### src/hw/rtl/fof_pkg.sv
package fof_pkg;

  localparam int MAX_PARTICLES_DEF = 512;
  localparam int MAX_HALOS         = 64;
  localparam int HCNT_W            = $clog2(MAX_HALOS + 1);

  localparam int COORD_W = 24;
  localparam int MASS_W  = 24;
  localparam int MSUM_W  = 33;
  localparam int CNT_W   = 10;
  localparam int WSUM_W  = 57;
  localparam int PROD_W  = 49;
  localparam int SQ_W    = 50;
  localparam int LINK_W  = 48;

  localparam int IN_DATA_W  = 96;
  localparam int OUT_DATA_W = 120;
  localparam int CFG_IDX_W  = 8;
  localparam int CFG_DATA_W = 48;

  localparam logic [CFG_IDX_W-1:0] CFG_LINK_DIST_SQ = 8'd0;
  localparam logic [CFG_IDX_W-1:0] CFG_MIN_MEMBERS  = 8'd1;
  localparam logic [CNT_W-1:0]     MIN_MEMBERS_RST  = 10'd8;

  localparam logic [1:0] AXIS_X = 2'd0;
  localparam logic [1:0] AXIS_Y = 2'd1;
  localparam logic [1:0] AXIS_Z = 2'd2;

  typedef enum logic [3:0] {
    ST_LOAD,
    ST_CLEAR,
    ST_SEED_RD,
    ST_SEED_CHK,
    ST_POP,
    ST_CUR_RD,
    ST_CUR_LAT,
    ST_J_RD,
    ST_J_SQ,
    ST_J_CMP,
    ST_EVAL,
    ST_DIV_GO,
    ST_DIV_WAIT,
    ST_PUSH,
    ST_EMIT,
    ST_FINAL
  } fof_state_t;

  typedef struct packed {
    logic       ld_we;
    logic       pos_re;
    logic       lab_re;
    logic       lab_we;
    logic       lab_wd;
    logic       stk_re;
    logic       stk_we;
    logic       acc_clr;
    logic       add;
    logic       sq_en;
    logic       cur_lat;
    logic       div_start;
    logic [1:0] div_k;
    logic       take;
    logic       pend_clr;
  } fof_cmd_t;

  typedef struct packed {
    logic seed_ok;
    logic friend_hit;
    logic qualify;
    logic div_done;
    logic have_pend;
  } fof_sts_t;

endpackage

### src/hw/rtl/fof_ctrl.sv
module fof_ctrl #(
  parameter int MAX_PARTICLES = fof_pkg::MAX_PARTICLES_DEF,
  localparam int AW = $clog2(MAX_PARTICLES),
  localparam int CW = $clog2(MAX_PARTICLES + 1)
) (
  input  logic              clk,
  input  logic              rst,
  input  logic              in_valid,
  input  logic              in_last,
  output logic              in_ready,
  output logic              out_valid,
  output logic              out_last,
  input  logic              out_ready,
  input  fof_pkg::fof_sts_t sts,
  input  logic [AW-1:0]     stk_q,
  output fof_pkg::fof_cmd_t cmd,
  output logic [AW-1:0]     wr_addr,
  output logic [AW-1:0]     rd_addr,
  output logic [AW-1:0]     lab_addr,
  output logic [AW-1:0]     stk_waddr,
  output logic [AW-1:0]     stk_raddr,
  output logic [AW-1:0]     stk_wd
);
  import fof_pkg::*;

  fof_state_t state, state_next;
  logic [CW-1:0]     ld_cnt, ld_cnt_next;
  logic [CW-1:0]     n, n_next;
  logic [CW-1:0]     i, i_next;
  logic [CW-1:0]     j, j_next;
  logic [CW-1:0]     sp, sp_next;
  logic [CW-1:0]     clr, clr_next;
  logic [HCNT_W-1:0] hcnt, hcnt_next;
  logic [1:0]        k, k_next;
  logic              room;

  assign room      = ld_cnt < CW'(MAX_PARTICLES);
  assign wr_addr   = ld_cnt[AW-1:0];
  assign stk_waddr = sp[AW-1:0];
  assign stk_raddr = AW'(sp - 1'b1);

  always_ff @(posedge clk) begin
    if (rst) begin
      state  <= ST_LOAD;
      ld_cnt <= '0;
      n      <= '0;
      i      <= '0;
      j      <= '0;
      sp     <= '0;
      clr    <= '0;
      hcnt   <= '0;
      k      <= '0;
    end else begin
      state  <= state_next;
      ld_cnt <= ld_cnt_next;
      n      <= n_next;
      i      <= i_next;
      j      <= j_next;
      sp     <= sp_next;
      clr    <= clr_next;
      hcnt   <= hcnt_next;
      k      <= k_next;
    end
  end

  always_comb begin
    state_next  = state;
    ld_cnt_next = ld_cnt;
    n_next      = n;
    i_next      = i;
    j_next      = j;
    sp_next     = sp;
    clr_next    = clr;
    hcnt_next   = hcnt;
    k_next      = k;
    cmd         = '0;
    cmd.div_k   = k;
    in_ready    = 1'b0;
    out_valid   = 1'b0;
    out_last    = 1'b0;
    rd_addr     = j[AW-1:0];
    lab_addr    = j[AW-1:0];
    stk_wd      = j[AW-1:0];

    case (state)
      // store particles until the last one
      ST_LOAD: begin
        in_ready = 1'b1;
        if (in_valid) begin
          cmd.ld_we = room;
          if (room) begin
            ld_cnt_next = ld_cnt + 1'b1;
          end
          if (in_last) begin
            n_next     = room ? CW'(ld_cnt + 1'b1) : ld_cnt;
            clr_next   = '0;
            state_next = ST_CLEAR;
          end
        end
      end
      // mark every loaded particle unassigned
      ST_CLEAR: begin
        cmd.lab_we = 1'b1;
        cmd.lab_wd = 1'b0;
        lab_addr   = clr[AW-1:0];
        clr_next   = clr + 1'b1;
        if (CW'(clr + 1'b1) == n) begin
          i_next       = '0;
          sp_next      = '0;
          hcnt_next    = '0;
          cmd.pend_clr = 1'b1;
          state_next   = ST_SEED_RD;
        end
      end
      ST_SEED_RD: begin
        rd_addr  = i[AW-1:0];
        lab_addr = i[AW-1:0];
        if (i == n) begin
          state_next = ST_FINAL;
        end else begin
          cmd.pos_re = 1'b1;
          cmd.lab_re = 1'b1;
          state_next = ST_SEED_CHK;
        end
      end
      // open a new group at an unassigned active particle
      ST_SEED_CHK: begin
        rd_addr  = i[AW-1:0];
        lab_addr = i[AW-1:0];
        stk_wd   = i[AW-1:0];
        if (sts.seed_ok) begin
          cmd.acc_clr = 1'b1;
          cmd.add     = 1'b1;
          cmd.lab_we  = 1'b1;
          cmd.lab_wd  = 1'b1;
          cmd.stk_we  = 1'b1;
          sp_next     = sp + 1'b1;
          state_next  = ST_POP;
        end else begin
          i_next     = i + 1'b1;
          state_next = ST_SEED_RD;
        end
      end
      ST_POP: begin
        if (sp == '0) begin
          state_next = ST_EVAL;
        end else begin
          cmd.stk_re = 1'b1;
          sp_next    = sp - 1'b1;
          state_next = ST_CUR_RD;
        end
      end
      ST_CUR_RD: begin
        rd_addr    = stk_q;
        cmd.pos_re = 1'b1;
        state_next = ST_CUR_LAT;
      end
      ST_CUR_LAT: begin
        cmd.cur_lat = 1'b1;
        j_next      = '0;
        state_next  = ST_J_RD;
      end
      // scan all particles against the current one
      ST_J_RD: begin
        cmd.pos_re = 1'b1;
        cmd.lab_re = 1'b1;
        state_next = ST_J_SQ;
      end
      ST_J_SQ: begin
        cmd.sq_en  = 1'b1;
        state_next = ST_J_CMP;
      end
      ST_J_CMP: begin
        if (sts.friend_hit) begin
          cmd.add    = 1'b1;
          cmd.lab_we = 1'b1;
          cmd.lab_wd = 1'b1;
          cmd.stk_we = sp < CW'(MAX_PARTICLES);
          if (sp < CW'(MAX_PARTICLES)) begin
            sp_next = sp + 1'b1;
          end
        end
        j_next = j + 1'b1;
        if (CW'(j + 1'b1) == n) begin
          state_next = ST_POP;
        end else begin
          state_next = ST_J_RD;
        end
      end
      ST_EVAL: begin
        if (sts.qualify) begin
          k_next     = AXIS_X;
          state_next = ST_DIV_GO;
        end else begin
          i_next     = i + 1'b1;
          state_next = ST_SEED_RD;
        end
      end
      ST_DIV_GO: begin
        cmd.div_start = 1'b1;
        state_next    = ST_DIV_WAIT;
      end
      ST_DIV_WAIT: begin
        if (sts.div_done) begin
          k_next = k + 1'b1;
          if (k == AXIS_Z) begin
            state_next = ST_PUSH;
          end else begin
            state_next = ST_DIV_GO;
          end
        end
      end
      // release the held halo, then hold the new one
      ST_PUSH: begin
        if (sts.have_pend) begin
          state_next = ST_EMIT;
        end else begin
          cmd.take  = 1'b1;
          hcnt_next = hcnt + 1'b1;
          i_next    = i + 1'b1;
          if (HCNT_W'(hcnt + 1'b1) == HCNT_W'(MAX_HALOS)) begin
            state_next = ST_FINAL;
          end else begin
            state_next = ST_SEED_RD;
          end
        end
      end
      ST_EMIT: begin
        out_valid = 1'b1;
        if (out_ready) begin
          cmd.take  = 1'b1;
          hcnt_next = hcnt + 1'b1;
          i_next    = i + 1'b1;
          if (HCNT_W'(hcnt + 1'b1) == HCNT_W'(MAX_HALOS)) begin
            state_next = ST_FINAL;
          end else begin
            state_next = ST_SEED_RD;
          end
        end
      end
      ST_FINAL: begin
        out_valid = 1'b1;
        out_last  = 1'b1;
        if (out_ready) begin
          ld_cnt_next = '0;
          state_next  = ST_LOAD;
        end
      end
      default: begin
        state_next = ST_LOAD;
      end
    endcase
  end

endmodule

### config.mk
export PLATFORM = sky130hd
export DESIGN_NAME = fof_ctrl
export DESIGN_NICKNAME = d
export VERILOG_FILES = /design/src/hw/rtl/fof_pkg.sv /design/src/hw/rtl/fof_ctrl.sv
export SDC_FILE = /design/constraint.sdc
export NUM_CORES = 1
export LEC_CHECK = 0
export BUFFER_PORTS_ARGS = -buffer_cell sky130_fd_sc_hd__buf_4
export CAP_MARGIN = 15
export CORE_ASPECT_RATIO = 1.75
export CORE_MARGIN = 2
export CORE_UTILIZATION = 53
export DETAILED_ROUTE_END_ITERATION = 10
export PLACE_DENSITY = 0.78
export SYNTH_ARGS = -nofsm -noshare
export SYNTH_HDL_FRONTEND = slang
export SYNTH_SLANG_ARGS = --single-unit
### constraint.sdc
create_clock -name clk -period 2.5 [get_ports clk]
set_clock_uncertainty 0.05 [all_clocks]
set_input_delay 0.5 -clock clk [delete_from_list [all_inputs] [get_ports clk]]
set_output_delay 0.5 -clock clk [all_outputs]
set_load 0.005 [all_outputs]
Word level (Yosys, flattened, before mapping)
Cells that the tools add are included.
{"block": "totals", "regBits": 73, "input_bits": 19, "output_inout_bits": 73, "wordCells": 144}
{"block": "classes", "addsub": 8, "magnitude_cmp": 2, "n_eq_ne": 34, "mux": 71, "reduce_logical": 20}
{"op": "10-bit 2-to-1 mux", "count": 14}
{"op": "4-bit one-hot mux with 16 select lines", "count": 1}
{"op": "10-bit one-hot mux with 2 select lines", "count": 3}
{"op": "10-bit by 1-bit adder with 10-bit output, second input constant", "count": 5}
{"op": "10-bit one-hot mux with 5 select lines", "count": 1}
{"op": "4-bit 2-to-1 mux", "count": 11}
{"op": "10-bit one-hot mux with 4 select lines", "count": 1}
{"op": "9-bit one-hot mux with 2 select lines", "count": 2}
{"op": "4-bit == test, second input constant", "count": 8}
{"op": "10-bit == test", "count": 3}
{"op": "2-bit != test, second input constant", "count": 14}
{"op": "7-bit 2-to-1 mux", "count": 3}
{"op": "7-bit one-hot mux with 3 select lines", "count": 1}
{"op": "10-bit < comparator, second input constant", "count": 2}
{"op": "6-bit AND reduction", "count": 3}
{"op": "1-bit 2-to-1 mux", "count": 17}
{"op": "4-bit by 3-bit == test with 1-bit output, second input constant", "count": 4}
{"op": "2-bit 2-to-1 mux", "count": 6}
{"op": "3-bit AND reduction", "count": 4}
{"op": "10-bit logical NOT", "count": 1}
{"op": "1-bit one-hot mux with 2 select lines", "count": 5}
{"op": "10-bit by 1-bit subtractor with 10-bit output, second input constant", "count": 1}
{"op": "3-bit 2-to-1 mux", "count": 3}
{"op": "9-bit 2-to-1 mux", "count": 1}
{"op": "other kinds (15)", "count": 21}

Longest topological paths before layout
Gate-level depths: netlist of run 1.
{"block": "depth", "word_depth": 5, "depth_mapped": 9, "mapped_depth_nobuf": 8}

Least setup slack after synthesis of run 1
No wires, ideal clock.
{"block": "synth_path", "path_kind": "reg2reg", "start": "register clr[0]", "end": "register sp[9]", "setup_time_ns": 0.123, "arrival_ns": 2.264, "t_required_ns": 2.327, "path_slack_ns": 0.062, "path_stages_with_launch": 9, "path_buffers": 1, "synth_period_minus_slack_ns": 2.438, "cell_sequence": "dfxtp_1 > ha_1 > and3_1 > clkbuf_1 > a21oi_1 > o221a_2 > o2111a_1 > o21ai_2 > mux2_1"}
{"block": "synth_via", "elab_chain_len": 4}
{"element": "start: declaration", "line_no": "fof_ctrl.sv:32", "source": "logic [CW-1:0] clr, clr_next;"}
{"element": "start signal: assignment", "line_no": "fof_ctrl.sv:60", "source": "clr <= clr_next;"}
{"element": "10-bit by 1-bit adder with 10-bit output", "line_no": "fof_ctrl.sv:107", "source": "if (CW'(clr + 1'b1) == n) begin"}
{"element": "10-bit == test", "line_no": "fof_ctrl.sv:107"}
{"element": "2-bit != test (no line)"}
{"element": "6-bit AND reduction (no line)"}
{"element": "end signal: assignment", "line_no": "fof_ctrl.sv:59", "source": "sp <= sp_next;"}
{"element": "end: declaration", "line_no": "fof_ctrl.sv:31", "source": "logic [CW-1:0] sp, sp_next;"}
No other way between the ends.
A chain may end at the register's enable or synchronous reset.

==> results of run 1 <==
==> state kept, by name, indices dropped and copies added (netlist names) <==
| signal | count |
|---|---|
| clr | 10 |
| hcnt | 7 |
| i | 10 |
| j | 10 |
| k | 2 |
| ld_cnt | 10 |
| n | 10 |
| sp | 10 |
| state | 4 |
==> logic make-up after synthesis <==
kind of cell,Yosys count
buffers and inverters,107
AND/OR/NAND/NOR,304
multiplexers,17
adder cells (fa/ha/maj),10
AO/OA/AOI/OAI,236
XOR/XNOR,53
flip-flops,73
==> how the worst max path moves through the flow <==
stage                     startpoint     end  slack, ns  cells after the start
after floorplan               clr[0]   sp[9]       0.06                      8
after global placement        clr[0]   sp[8]      -0.05                      9
after detailed placement      clr[1]   sp[7]      -0.10                      9
after CTS                     clr[3]  cmd[0]      -0.05                      8
after global routing          clr[3]  cmd[0]      -0.14                      8
final                         clr[3]  cmd[0]      -0.07                      8
==> critical path: cells and delay by family (launching register included) <==
family,cells,cell delay [ns]
buf+inv,3,0.30
flops,1,0.39
compound gates,1,0.11
simple gates,4,0.89
==> synth_stat cells (all sizes together), types with 8 or more instances <==
| library cell | n | area [um^2] |
|---|---|---|
| buf | 37 | 224 |
| nand4 | 16 | 100 |
| xnor2 | 29 | 254 |
| o211ai | 15 | 113 |
| or3 | 11 | 68.8 |
| xor2 | 24 | 210 |
| and3 | 15 | 93.8 |
| nand2 | 72 | 270 |
| o31ai | 11 | 82.6 |
| nor2 | 76 | 288 |
| inv | 16 | 60.1 |
| nor2b | 12 | 75.1 |
| o21ai | 46 | 234 |
| nor3 | 18 | 95.1 |
| mux2 | 10 | 113 |
| ha | 10 | 125 |
| clkbuf | 53 | 199 |
| nand3 | 19 | 95.1 |
| and2 | 8 | 50.1 |
| nor4 | 14 | 109 |
| dfxtp | 73 | 1460 |
| or4 | 8 | 60.1 |
| a21oi | 58 | 290 |
| a22oi | 22 | 165 |
| a211oi | 17 | 128 |
==> timing repair <==
action / in CTS / in global routing
gates cloned: 1 / 0
pin swaps: 9 / 10
endpoints found under the setup margin: 40 / 42
buffers inserted: 7 / 8
gates resized for setup: 57 / 44
==> cell usage in the layout (no fill, tap or decap), drive strengths merged, types with 7 or more instances in the layout <==
master / n
nand2b: 7
or4: 8
nand4: 16
o31ai: 11
inv: 16
xor2: 24
nor3: 18
nor4: 14
nand2: 72
mux2: 10
and3: 15
or3: 11
a21oi: 58
nor2: 76
ha: 10
a31oi: 7
and2: 8
buf: 217
mux2i: 7
o211ai: 15
nand3: 19
a22oi: 22
clkbuf: 11
a211oi: 17
xnor2: 29
o21ai: 46
nor2b: 12
dfxtp: 73
==> metrics by stage <==
step / instances / cell area (um^2) / util / hold WS (ns) / setup WS, ns
finish: 1075 / 7970 / 0.727 / 0.434 / -0.0697
global route: 1075 / 7970 / 0.727 / 0.452 / -0.138
CTS: 1067 / 7740 / 0.705 / 0.436 / -0.0471
detailed placement: 1044 / 7180 / 0.654 / 0.424 / -0.105
global placement: 1044 / 7180 / 0.654 / 0.412 / -0.0513
floorplan: 800 / 5910 / - / 0.395 / 0.0624
==> layout make-up <==
| cell class | instances | share of cell area |
|---|---|---|
| multi-input combinational | 620 | 0.532 |
| tap | 132 | 0.0207 |
| sequential | 73 | 0.188 |
| timing repair buffer | 217 | 0.210 |
| clock buffer | 11 | 0.0317 |
| inverter | 17 | 0.00800 |
| clock inverter | 5 | 0.00973 |
==> power by group <==
part           switching [uW]  internal, uW
Clock                     524           925
Combinational             630           479
Sequential               70.5          1200
Total                    1230          2610
==> metal layers <==
| metal | share of wire | routed length, um | track usage |
|---|---|---|---|
| met5 | 0 | 0 | 0 |
| met3 | 0.061 | 1390 | 0.0574 |
| met2 | 0.52 | 11800 | 0.683 |
| met1 | 0.33 | 7430 | 0.345 |
| met4 | 0.088 | 2000 | 0.269 |
==> results.md, run 1 <==
- Outcome: finished with violations
- Violated checks: negative setup slack
- Final WS setup: -0.0697 ns
- DRC viols: 0
- Adder-cell share of the synthesized area: 0.0212
- Leakage: 0.00328 uW
- Row Count: 51
- Multi-input logic area: 4240 um^2
- DIE HEIGHT: 144 um
- R2r setup slk: -0.01 ns
- Detailed Place HPWL: 16600 um
- Die area: 12000 um^2
- CP startpoint kind: register
- First-pass GRT wire length: 34700 um
- Headroom to the max-slew limit: 0.574
- Max cap viols: 0
- Worst Max-Slew Pin Slew: 0.639 ns
- Post-synthesis sequential area ratio: 0.247
- Gr ovfl total: 0
- Reg2Reg Depth: 8
- FFs w/ async S/R, synth: 0
- Cells after Synth: 800
- Peak supply drop: 0.434 mV
- Setup TNS: -0.107 ns
- Post-synth EDFFs: 0
- Crit Path Max Fanout: 7
- Pwr dens: 481 nW/um^2
- CP required: 1.95 ns
- Setup-failing EPs final: 5
- Tmin final: 2.57 ns
- DR WL/cell: 21.1 um
- Fillers: 890
- Post-synthesis mux area share: 0.0309
- Diodes inserted: 0
- Core area: 11000 um^2
- RR Startpoint: clr[1]
- Initial antenna violation count: 0
- Maximum clock path buffer count: 2
- Final ANT Viol Nets: 0
- Final period util: 1.03
- Hold Crit Start: in_last
- RSZ-0062 raised after global routing: true
- Vias: 7136
- Nets: 967
- Syn Std Cell Area: 5910 um^2
- CTS Root Cell: clkbuf_16
- Post-Route WL: 22700 um
- Clock latency on the worst-skew pair: 0.34 ns
- Final Hold Vio Count: 0
- Total CTS buffers: 9
- Via density: 6.64
- IO Pins: 92
- Syn_nets: 829
- Min-Delay Endpoint: n[0]
- Total design power: 3830 uW
- Area grow syn2layout: 35.0%
- Yosys reg bits: 73
- Die Wd: 83.8 um
- Total iterations of the first detailed-routing run: 5
- Max Clk Rate: 389 MHz
- CTS tree: yes
- Synth Area in Compound Gates: 0.271
- Slowest CP cell: or4_4
- Largest net degree at the start of global routing: 41
- Port buffer count: 91
- Crit-path max cell delay: 0.53 ns
- Worst Path Arrival: 2.02 ns
- Vias in the first global route: 6903
- Commonest register cell after synthesis: dfxtp_1
- Critical register-to-register path endpoint: i[7]
- CTS Hold Buffers Added: 0
- Hold-critical path depth: 4
- Clock sink count: 73
- Number of distinct library cells after synthesis: 78
- Crit path cell chain: nand4_1 -> or4_4 -> nand3_4 -> buf_6 -> o21a_1 -> nand4_1 -> inv_2 -> buf_6
- Element type at the critical path end: output pin
- Slew Limit Fails: 0
- Worst hold path type: input port to register
- Post-Synth Simple-Gate Area: 0.269
- GP Congestion: 1.01
- WS Path Type: register to output pin
- All-Layer GR Usage: 0.361
- Post-Synth XOR/XNOR Area: 0.0786
- Share of cells above drive strength 1: 0.333
- Main combinational cell family by area after synthesis: compound AO/OA/AOI/OAI gates
- Synth warn: 0
- DRT iter0 DRCs: 708
- Clock transition at path regs: 0.06 ns
- Htree depth: 3
- Mean Syn Cell Area: 7.38 um^2
- Initial core utilization: 0.538
- Register area: 1500 um^2
Note: power is estimated with default switching activity, not from simulation.
==> inputs of run 2 (changes only) <==
--- a/config.mk
+++ b/config.mk
@@ -7,11 +7,13 @@
 export LEC_CHECK = 0
 export BUFFER_PORTS_ARGS = -buffer_cell sky130_fd_sc_hd__buf_4
 export CAP_MARGIN = 15
+export CELL_PAD_IN_SITES_DETAIL_PLACEMENT = 1
+export CELL_PAD_IN_SITES_GLOBAL_PLACEMENT = 2
 export CORE_ASPECT_RATIO = 1.75
 export CORE_MARGIN = 2
-export CORE_UTILIZATION = 53
+export CORE_UTILIZATION = 30
 export DETAILED_ROUTE_END_ITERATION = 10
-export PLACE_DENSITY = 0.78
+export PLACE_DENSITY_LB_ADDON = 0.1
 export SYNTH_ARGS = -nofsm -noshare
 export SYNTH_HDL_FRONTEND = slang
 export SYNTH_SLANG_ARGS = --single-unit
==> run 2 against run 1 <==
Net effect:
- the flow still finishes with violations (negative setup slack)
- clock power about the same
- total power increased by 3.4%
- critical path depth is 1 higher
- core utilization shrank 28 points
- highest routed layer unchanged
- register-to-register slack worse by 0.10 ns
- non-clock buffer count rose by 38
- first-iteration DRC count down 48%
- largest power group unchanged
==> results.md, run 2 (same netlist as run 1, synthesis figures left out) <==
- Worst path bufs/invs: 4 (was 3)
- Via density: 5.81 (was 6.64)
- Final Hold Vio Count: 0 (unchanged)
- R2r setup slk: -0.11 ns (was -0.01 ns)
- DP Area: 7500 um^2 (was 7180 um^2)
- Cell mode on critical path: buf_6
- Crit Path Max Fanout: 4 (was 7)
- Leakage: 0.00352 uW (was 0.00328 uW)
- Port buffer count: 91 (unchanged)
- Crit path launch: n[7] (was clr[3])
- Max cap viols: 0 (unchanged)
- RR Startpoint: n[7] (was clr[1])
- Final ANT Viol Nets: 0 (unchanged)
- Reg2Reg Depth: 9 (was 8)
- CTS Root Cell: clkbuf_16 (unchanged)
- CTS tree: yes (unchanged)
- WS Path Type: register to output pin (unchanged)
- Pwr dens: 463 nW/um^2 (was 481 nW/um^2)
- Core area: 19200 um^2 (was 11000 um^2)
- Setup-failing EPs final: 9 (was 5)
- Final period util: 1.07 (was 1.03)
- Tmin final: 2.67 ns (was 2.57 ns)
- Outcome: finished with violations (unchanged)
- Crit path cell chain: buf_6 -> nand3b_1 -> or4_4 -> nand3_4 -> buf_6 -> o21a_1 -> nand4_1 -> inv_2 -> buf_6 (was nand4_1 -> or4_4 -> nand3_4 -> buf_6 -> o21a_1 -> nand4_1 -> inv_2 -> buf_6)
- Slew Limit Fails: 0 (unchanged)
- Clock transition at path regs: 0.06 ns (about the same)
- Initial antenna violation count: 0 (unchanged)
- First-pass GRT wire length: 42200 um (was 34700 um)
- Gr ovfl total: 0 (unchanged)
- Worst hold path type: register to register (was input port to register)
- Largest net degree at the start of global routing: 68 (was 41)
- Area grow syn2layout: 44.9% (was 35.0%)
- Diodes inserted: 0 (unchanged)
- Final WS setup: -0.172 ns (was -0.0697 ns)
- CP required: 1.95 ns (about the same)
- Total iterations of the first detailed-routing run: 4 (was 5)
- Detailed Place HPWL: 20900 um (was 16600 um)
- DR WL/cell: 22.7 um (was 21.1 um)
- Worst Path Arrival: 2.12 ns (was 2.02 ns)
- Critical register-to-register path endpoint: i[5] (was i[7])
- Element type at the critical path end: output pin (unchanged)
- Vias in the first global route: 7535 (was 6903)
- Fin Hold WS: 0.433 ns (was 0.434 ns)
- Share of cells above drive strength 1: 0.363 (was 0.333)
- DRT iter0 DRCs: 368 (was 708)
- Nets: 1005 (was 967)
- Fillers: 2289 (was 890)
- Largest delay share family, worst path: simple AND/OR/NAND/NOR gates (unchanged)
- Violated checks: negative setup slack (unchanged)
- Headroom to the max-slew limit: 0.381 (was 0.574)
- Die Wd: 110 um (was 83.8 um)
- Total CTS buffers: 9 (unchanged)
- CP startpoint kind: register (unchanged)
- Post-Route WL: 27800 um (was 22700 um)
- Clock sink count: 73 (unchanged)
- Htree depth: 3 (unchanged)
- DIE HEIGHT: 190 um (was 144 um)
- GP Congestion: 0.923 (was 1.01)
- Die area: 20900 um^2 (was 12000 um^2)
- Peak supply drop: 0.261 mV (was 0.434 mV)
- Maximum clock path buffer count: 2 (unchanged)
- Most common cell after layout, fill and taps aside: buf_4 (unchanged)
- CTS Hold Buffers Added: 0 (unchanged)
- RSZ-0062 raised after global routing: true (unchanged)
- Row Count: 67 (was 51)
- Slowest CP cell: or4_4 (unchanged)
- Worst Max-Slew Pin Slew: 0.928 ns (was 0.639 ns)
- Max Clk Rate: 374 MHz (was 389 MHz)
- Most frequent cells in the layout: buf_4, nor2_1, nand2_1, dfxtp_1, a21oi_1 (was buf_4, nand2_1, nor2_1, dfxtp_1, a21oi_1)
- Design area: 8560 um^2 (was 7970 um^2)
- Crit path depth: 9 (was 8)
- DRC viols: 0 (unchanged)
- All-Layer GR Usage: 0.266 (was 0.361)
- Setup WS pre-CTS: -0.306 ns (was -0.105 ns)
- Clock latency on the worst-skew pair: 0.35 ns (was 0.34 ns)
- Critical Path End: cmd[0] (unchanged)
- Initial core utilization: 0.308 (was 0.538)
- IO Pins: 92 (unchanged)
- Crit-path max cell delay: 0.51 ns (was 0.53 ns)
- Total design power: 3960 uW (was 3830 uW)
- Vias: 7103 (was 7136)
[run 2: worst min-delay path by stage]
stage | depth (start not counted) | slack (ns) | endpoint | startpoint
2_1_floorplan | 1 | 0.40 | hcnt[5] | hcnt[5]
3_3_place_gp | 1 | 0.42 | hcnt[5] | hcnt[5]
3_5_place_dp | 1 | 0.42 | hcnt[5] | hcnt[5]
4_1_cts | 1 | 0.43 | hcnt[5] | hcnt[5]
5_1_grt | 1 | 0.46 | hcnt[5] | hcnt[5]
6_report | 1 | 0.43 | hcnt[5] | hcnt[5]
[run 2: final cells by class]
type / count / area (um^2) / area share
Clock buffer: 9 / 225 / 0.0263
Clock inverter: 7 / 92.6 / 0.0108
Inverter: 17 / 63.8 / 0.00745
Multi-Input combinational cell: 620 / 4290 / 0.501
Sequential cell: 73 / 1510 / 0.176
Tap cell: 241 / 302 / 0.0352
Timing Repair Buffer: 255 / 2080 / 0.243
[run 2: worst reg2reg max path, cell delays in order (launching register included)]
cell	delay, ns
dfxtp_4	0.35
buf_6	0.12
nand3b_1	0.15
or4_4	0.51
nand3_4	0.10
buf_4	0.11
o2111ai_1	0.22
a2111oi_1	0.55
buf_4	0.19
mux2i_1	0.18
[run 2: metal layers]
| layer | GRT usage | share of wire | up-vias |
|---|---|---|---|
| met2 | 0.522 | 0.57 | 188 |
| li1 | - | - | 3282 |
| met3 | 0.0281 | 0.029 | 82 |
| met1 | 0.260 | 0.35 | 3551 |
| met4 | 0.144 | 0.055 | 0 |
| met5 | 0 | 0 | - |
[run 2: timing repair]
action | in CTS | in global routing
endpoints found under the setup margin | 59 | 46
buffers inserted | 18 | 11
gates cloned | 1 | 1
gates resized for setup | 85 | 50
pin swaps | 18 | 10
[run 2: where the power goes]
group	internal (uW)	leakage [uW]	total, uW	switching [uW]
combinational	552	0.00276	1250	702
clock	875	0.000160	1450	573
sequential	1200	0.000601	1260	60.6
[run 2: through the flow]
| stage | TNS [ns] | cells | util |
|---|---|---|---|
| 4_1_cts | -0.262 | 1210 | 0.430 |
| 2_1_floorplan | 0 | 800 | - |
| 3_3_place_gp | -1.67 | 1175 | 0.391 |
| 3_5_place_dp | -2.39 | 1175 | 0.391 |
| 6_report | -0.638 | 1222 | 0.446 |
| 5_1_grt | -1.79 | 1222 | 0.446 |
